### config.mk
export PLATFORM = sky130hd
export DESIGN_NAME = hsv_percent_to_rgb8
export DESIGN_NICKNAME = d
export VERILOG_FILES = /design/src/sv/hsvrgb_pkg.sv /design/src/sv/hsvrgb_chan.sv /design/src/sv/hsv_percent_to_rgb8.sv
export VERILOG_INCLUDE_DIRS = /design/src /design/src/sv
export SDC_FILE = /design/constraint.sdc
export NUM_CORES = 2
export LEC_CHECK = 0
export BUFFER_PORTS_ARGS = -buffer_cell sky130_fd_sc_hd__buf_2
export CAP_MARGIN = 20
export CORE_MARGIN = 1
export CORE_UTILIZATION = 45
export DETAILED_ROUTE_END_ITERATION = 8
export SYNTH_ARGS = -nofsm -noshare
export SYNTH_HDL_FRONTEND = slang
export SYNTH_SLANG_ARGS = --single-unit
### constraint.sdc
create_clock -name clk -period 18.7 [get_ports clk]
set_clock_uncertainty 0.15 [all_clocks]
set_input_delay 0 -clock clk [delete_from_list [all_inputs] [get_ports clk]]
set_output_delay 0 -clock clk [all_outputs]
set_load 0.005 [all_outputs]
### src/sv/hsv_percent_to_rgb8_defines.svh
// Assertion macros for the top-level RTL file.
`ifndef HSV_PERCENT_TO_RGB8_DEFINES_SVH
`define HSV_PERCENT_TO_RGB8_DEFINES_SVH

`ifndef SYNTH
// Check on every rising edge of clk, masked while rst is high.
`define HSVRGB_ASSERT(lbl, prop, msg) \
  lbl: assert property (@(posedge clk) disable iff (rst) prop) else $error(msg);
// Check on every rising edge of clk, reset included.
`define HSVRGB_ASSERT_RST(lbl, prop, msg) \
  lbl: assert property (@(posedge clk) prop) else $error(msg);
`else
`define HSVRGB_ASSERT(lbl, prop, msg)
`define HSVRGB_ASSERT_RST(lbl, prop, msg)
`endif

`endif

### src/sv/hsvrgb_pkg.sv
`default_nettype none

package hsvrgb_pkg;

  localparam logic [8:0] HueMax  = 9'd359;
  localparam logic [6:0] PctMax  = 7'd100;
  localparam logic [7:0] Full    = 8'd255;

  // x / 100 as x * 5243 >> 19, exact for x up to 25500
  localparam int Div100Mul   = 5243;
  // 425 * off / 100 folded into one constant multiply
  localparam int RampMul     = 425 * Div100Mul;

  // Hue sector, in order of increasing hue
  typedef enum logic [2:0] {
    SEC_RED_GREEN_UP,
    SEC_GREEN_RED_DOWN,
    SEC_GREEN_BLUE_UP,
    SEC_BLUE_GREEN_DOWN,
    SEC_BLUE_RED_UP,
    SEC_RED_BLUE_DOWN
  } sector_t;

  function automatic logic [7:0] div100(input logic [14:0] x);
    logic [27:0] p;
    begin
      p = 28'(x) * 28'(Div100Mul);
      return p[26:19];
    end
  endfunction

  function automatic logic [7:0] ramp(input logic [5:0] off);
    logic [27:0] p;
    begin
      p = 28'(off) * 28'(RampMul);
      return p[26:19];
    end
  endfunction

endpackage

`default_nettype wire

### src/sv/hsvrgb_chan.sv
`default_nettype none

module hsvrgb_chan import hsvrgb_pkg::*; (
  input  wire logic       clk,
  input  wire logic       en,
  input  wire logic [7:0] level_in,
  input  wire logic [6:0] inv_sat,
  input  wire logic [6:0] val,
  output logic      [7:0] level
);

  logic [14:0] lift;
  logic [7:0]  c3;
  logic [6:0]  v3;
  logic [7:0]  c4;
  logic [6:0]  v4;
  logic [14:0] scaled;

  always_ff @(posedge clk) begin
    if (en) begin
      // blend toward full scale: product first
      lift   <= 15'(Full - level_in) * 15'(inv_sat);
      c3     <= level_in;
      v3     <= val;
      // add the divided lift
      c4     <= c3 + div100(lift);
      v4     <= v3;
      // scale by value
      scaled <= 15'(c4) * 15'(v4);
      level  <= div100(scaled);
    end
  end

endmodule

`default_nettype wire

### src/sv/hsv_percent_to_rgb8.sv
`default_nettype none
// HSV to RGB converter for LED drive. Each input word carries hue in degrees
// and saturation and brightness in percent; values above 359, 100 and 100
// are clamped. Each output word carries 8-bit red, green and blue PWM duty
// levels, one output word per input word, in order. The datapath is a
// six-stage pipeline with no state between colors: one word is taken every
// cycle while the output side accepts. When the output word is not taken
// the whole pipeline holds, and the input side deasserts tready in the same
// cycle.

`include "hsv_percent_to_rgb8_defines.svh"

module hsv_percent_to_rgb8 import hsvrgb_pkg::*; (
  input  wire logic        clk,
  input  wire logic        rst,
  input  wire logic        s_axis_tvalid,
  output logic             s_axis_tready,
  input  wire logic [23:0] s_axis_tdata,  // hue[8:0], saturation[15:9],
                                          // brightness[22:16], zero[23]
  output logic             m_axis_tvalid,
  input  wire logic        m_axis_tready,
  output logic      [23:0] m_axis_tdata   // red_level[7:0], green_level[15:8],
                                          // blue_level[23:16]
);

  localparam int Stages = 6;

  logic [Stages-1:0] vld;
  logic              en;

  // Stage 1 inputs
  logic [8:0] hue_in;
  logic [6:0] sat_in;
  logic [6:0] bri_in;
  logic [8:0] hue_c;
  logic [6:0] sat_c;
  logic [6:0] bri_c;
  sector_t    sector_next;
  logic [8:0] base_next;

  // Stage 1 registers
  sector_t    sector1;
  logic [5:0] off1;
  logic [6:0] inv1;
  logic [6:0] bri1;

  // Stage 2
  logic [7:0] rise;
  logic [7:0] fall;
  logic [7:0] red_next;
  logic [7:0] green_next;
  logic [7:0] blue_next;
  logic [7:0] red2;
  logic [7:0] green2;
  logic [7:0] blue2;
  logic [6:0] inv2;
  logic [6:0] bri2;

  logic [7:0] red_level;
  logic [7:0] green_level;
  logic [7:0] blue_level;

  // Advance every stage unless the output word is stuck.
  assign en            = !vld[Stages-1] || m_axis_tready;
  assign s_axis_tready = en;
  assign m_axis_tvalid = vld[Stages-1];
  assign m_axis_tdata  = {blue_level, green_level, red_level};

  assign hue_in = s_axis_tdata[8:0];
  assign sat_in = s_axis_tdata[15:9];
  assign bri_in = s_axis_tdata[22:16];

  // Clamp and pick the sector; each sector spans one breakpoint to the next.
  always_comb begin
    hue_c = (hue_in > HueMax) ? HueMax : hue_in;
    sat_c = (sat_in > PctMax) ? PctMax : sat_in;
    bri_c = (bri_in > PctMax) ? PctMax : bri_in;
    if (hue_c < 9'd61) begin
      sector_next = SEC_RED_GREEN_UP;
      base_next   = 9'd0;
    end else if (hue_c < 9'd121) begin
      sector_next = SEC_GREEN_RED_DOWN;
      base_next   = 9'd60;
    end else if (hue_c < 9'd181) begin
      sector_next = SEC_GREEN_BLUE_UP;
      base_next   = 9'd120;
    end else if (hue_c < 9'd241) begin
      sector_next = SEC_BLUE_GREEN_DOWN;
      base_next   = 9'd180;
    end else if (hue_c < 9'd301) begin
      sector_next = SEC_BLUE_RED_UP;
      base_next   = 9'd240;
    end else begin
      sector_next = SEC_RED_BLUE_DOWN;
      base_next   = 9'd300;
    end
  end

  // Valid bits travel with the words.
  always_ff @(posedge clk) begin
    if (rst) begin
      vld <= '0;
    end else if (en) begin
      vld <= {vld[Stages-2:0], s_axis_tvalid};
    end
  end

  always_ff @(posedge clk) begin
    if (en) begin
      sector1 <= sector_next;
      off1    <= 6'(hue_c - base_next);  // offset within the sector, 0..60
      inv1    <= PctMax - sat_c;
      bri1    <= bri_c;
    end
  end

  // Stage 2: ramp value and channel assignment per sector.
  always_comb begin
    rise = ramp(off1);
    fall = Full - rise;
    unique case (sector1)
      SEC_RED_GREEN_UP: begin
        red_next = Full; green_next = rise; blue_next = 8'd0;
      end
      SEC_GREEN_RED_DOWN: begin
        red_next = fall; green_next = Full; blue_next = 8'd0;
      end
      SEC_GREEN_BLUE_UP: begin
        red_next = 8'd0; green_next = Full; blue_next = rise;
      end
      SEC_BLUE_GREEN_DOWN: begin
        red_next = 8'd0; green_next = fall; blue_next = Full;
      end
      SEC_BLUE_RED_UP: begin
        red_next = rise; green_next = 8'd0; blue_next = Full;
      end
      SEC_RED_BLUE_DOWN: begin
        red_next = Full; green_next = 8'd0; blue_next = fall;
      end
      default: begin
        red_next = 8'd0; green_next = 8'd0; blue_next = 8'd0;
      end
    endcase
  end

  always_ff @(posedge clk) begin
    if (en) begin
      red2   <= red_next;
      green2 <= green_next;
      blue2  <= blue_next;
      inv2   <= inv1;
      bri2   <= bri1;
    end
  end

  // Stages 3 to 6: saturation blend and brightness scaling per channel.
  hsvrgb_chan u_red (
    .clk      (clk),
    .en       (en),
    .level_in (red2),
    .inv_sat  (inv2),
    .val      (bri2),
    .level    (red_level)
  );

  hsvrgb_chan u_green (
    .clk      (clk),
    .en       (en),
    .level_in (green2),
    .inv_sat  (inv2),
    .val      (bri2),
    .level    (green_level)
  );

  hsvrgb_chan u_blue (
    .clk      (clk),
    .en       (en),
    .level_in (blue2),
    .inv_sat  (inv2),
    .val      (bri2),
    .level    (blue_level)
  );

  // A pure hue always has one channel at full scale and one at zero.
  `HSVRGB_ASSERT(a_hue_extremes, vld[1] |-> ((red2 == Full) || (green2 == Full) || (blue2 == Full)) && ((red2 == 8'd0) || (green2 == 8'd0) || (blue2 == 8'd0)), "hue stage lacks a full or a zero channel")
  // An accepted word enters the first stage.
  `HSVRGB_ASSERT(a_enter, s_axis_tvalid && s_axis_tready |=> vld[0], "accepted word lost at entry")
  // A stalled pipeline keeps every valid bit.
  `HSVRGB_ASSERT(a_stall_hold, !en |=> $stable(vld), "valid bits moved during a stall")
  // Reset empties the pipeline.
  `HSVRGB_ASSERT_RST(a_reset_empty, rst |=> (vld == '0), "pipeline not empty after reset")

endmodule

`default_nettype wire
==> results by group <==
Placement
  • Gpl congestion: 0.855
  • DP HPWL: 61800 um
  • Input/output buffers: 52

Timing
  • Final period util: 38.2%
  • Final min period: 7.14 ns
  • Setup TNS: 0 ns
  • Slew HR: 38.4%
  • Unrepaired setup endpoints after global routing: false
  • Count of pins over their slew limit: 0
  • Worst-Margin Slew: 0.924 ns
  • Final hold violations: 0
  • Fmax: 0.140 GHz
  • Setup-failing EPs final: 0

Global route
  • Gr busiest metal: met2
  • First-pass GRT wire length: 129000 um
  • Vias in the first global route: 27026
  • Total GRT Usage: 17.1%
  • Largest net degree at the start of global routing: 72
  • Antenna violations before repair: 0
  • Grt total ovfl: 0
  • Grt met2 use: 28.7%
  • Met3 Use GR: 1.98%
  • GR Util met1: 24.0%

Logic synthesis
  • Syn Area/Cell: 10.4 um2
  • EDFF count, synth: 237
  • Syn_nets: 5350
  • Most frequent cell after synthesis: inv_1
  • Top FF cell, synth: edfxtp_1
  • Distinct cells, synth: 67
  • Cell area after synthesis: 0.0407 mm2
  • Yosys warning total: 0
  • Synth Instances: 3918
  • Commonest cells post-synth: inv_1 (1010), ha_1 (817), fa_1 (587)
  • Post-synthesis sequential area ratio: 17.8%
  • Async SR Flop Fraction: 0%
  • Seq cells post-synth: 243
  • Top-area cell type share of the netlist area: 28.9%
  • Synth area leader: fa_1
  • Area contributors post-synth: fa_1 (29%), ha_1 (25%), edfxtp_1 (17%)

Worst setup path
  • Slowest cell on crit path: edfxtp_1
  • Critical path endpoint category: flop
  • Startpoint Class: flop
  • Crit path kind: reg -> reg
  • CP max FO: 6
  • CP Data Arrival Time: 7.27 ns
  • Crit-path max cell delay: 0.56 ns
  • Crit path required time: 18.83 ns
  • Top cell by count, worst path: fa_1

Floorplanning
  • Die Ht: 303 um
  • IO Count: 54
  • Die width: 303 um
  • Row count: 109
  • Starting Density: 45.8%
  • CORE AREA: 0.0889 mm2
  • Die ar.: 0.0916 mm2

Cells and area
  • Register area: 0.00724 mm2
  • Multi-input gate area: 0.0295 mm2
  • Fin nets: 5456
  • Antenna fix cells: 0
  • Fraction of layout cells with a size suffix above 1: 3.58%
  • P&R area growth vs syn: 7.93%
  • FILL cells: 8249

Drt
  • Iteration-0 DRC Markers: 963
  • Wire per inst: 14.1 um
  • Vias per Instance: 4.91
  • Routed vias: 25598
  • DRC: 0
  • Routed Antenna Nets: 0
  • Initial DRT Pass Iterations: 5
  • Total routed wirelength: 73700 um

Clocking
  • CTS tree: done
  • Clk buf depth: 3
  • Clock root buffer: clkbuf_16
  • Clock latency on the worst-skew pair: 0.55 ns
  • Reg clk slew, reported paths: 0.06 ns
  • CTS Sinks: 243
  • H-tree depth: 2
  • # Post-CTS Setup Buffers: 0
  • CTS Buf Count: 36

Job
  • MaxCap Viol Count: 0

Min path
  • Worst Hold Class: in -> reg

Status
  • Status: finished clean
-- cell type report --
type	instances	share of cell area, %
clock buffer	41	2.14
clock inverter	20	0.447
inverter	1010	8.63
multi-input combinational	2627	67.2
sequential	243	16.5
tap	1165	3.32
timing repair buffer	106	1.75
-- worst max-delay path, delay by kind of cell, from the launching register on --
kind / cells / cell delay, ns
AO/OA/AOI/OAI: 10 / 2.37
XOR/XNOR: 2 / 0.44
adder cells (fa/ha/maj): 7 / 2.92
buffers and inverters: 3 / 0.16
flip-flops: 1 / 0.56
AND/OR/NAND/NOR: 3 / 0.28
-- worst paths after layout --
kind                                          endpoint  slack, ns  cells past startpoint                startpoint
worst max-delay path            u_blue.c4[7]$_DFFE_PP_      11.56                     25  u_blue.lift[9]$_DFFE_PP_
worst min-delay path             bri1[5]$_SDFFCE_PN1P_       0.03                      2          s_axis_tdata[21]
worst max register to register  u_blue.c4[7]$_DFFE_PP_      11.56                     25  u_blue.lift[9]$_DFFE_PP_
worst min register to register  u_blue.v3[1]$_DFFE_PP_       0.26                      0         bri2[1]$_DFFE_PP_
-- registers in the layout (all words and copies together), names as in the netlist, 15 cells and up --
signal and count:
u_red.scaled 15, u_blue.scaled 15, u_red.lift 15, u_green.lift 15
u_green.scaled 15, u_blue.lift 15
-- metal layers --
metal / share of wire [%] / wire length [um]
met3: 2.5 / 1880
met2: 47 / 34600
met5: 0 / 0
met4: 1.4 / 1030
met1: 49 / 36200
-- cell usage in the layout, fill, tap and decap left out, drive strengths merged, types with 66 or more instances in the layout --
master  count
ha        817
fa        587
nand2     150
nor2       90
inv      1015
and2       81
a21oi     141
edfxtp    237
xnor2     126
o21ai      66
nor2b     106
nand2b    127
-- repair_timing --
| action | CTS | global route |
|---|---|---|
| hold buffers | 41 | 0 |
| endpoints found under the setup margin | 0 | 0 |
| gates resized for setup | 0 | 0 |
| hold endpoints to repair | 29 | 0 |
-- cells by family after synthesis --
kind of cell	Yosys count	share of synthesized area [%]
flip-flops	243	17.8
AND/OR/NAND/NOR	676	8.88
XOR/XNOR	156	3.39
adder cells (fa/ha/maj)	1404	54.0
buffers and inverters	1048	9.67
multiplexers	5	0.123
AO/OA/AOI/OAI	386	6.15
-- metrics by stage --
stage	util (%)	setup WS [ns]	instance area (um2)	instances	hold slack, ns
2_1_floorplan	-	10.71	40700	3918	-0.0809
3_3_place_gp	47.7	11.50	42400	5110	0.0572
3_5_place_dp	47.7	11.48	42400	5110	0.0543
4_1_cts	49.4	11.48	43900	5212	0.00423
5_1_grt	49.4	11.15	43900	5212	0.0211
6_report	49.4	11.56	43900	5212	0.0302
Power is not shown: default switching activity piles up to over one toggle a cycle in this logic, so the estimate is an artifact.
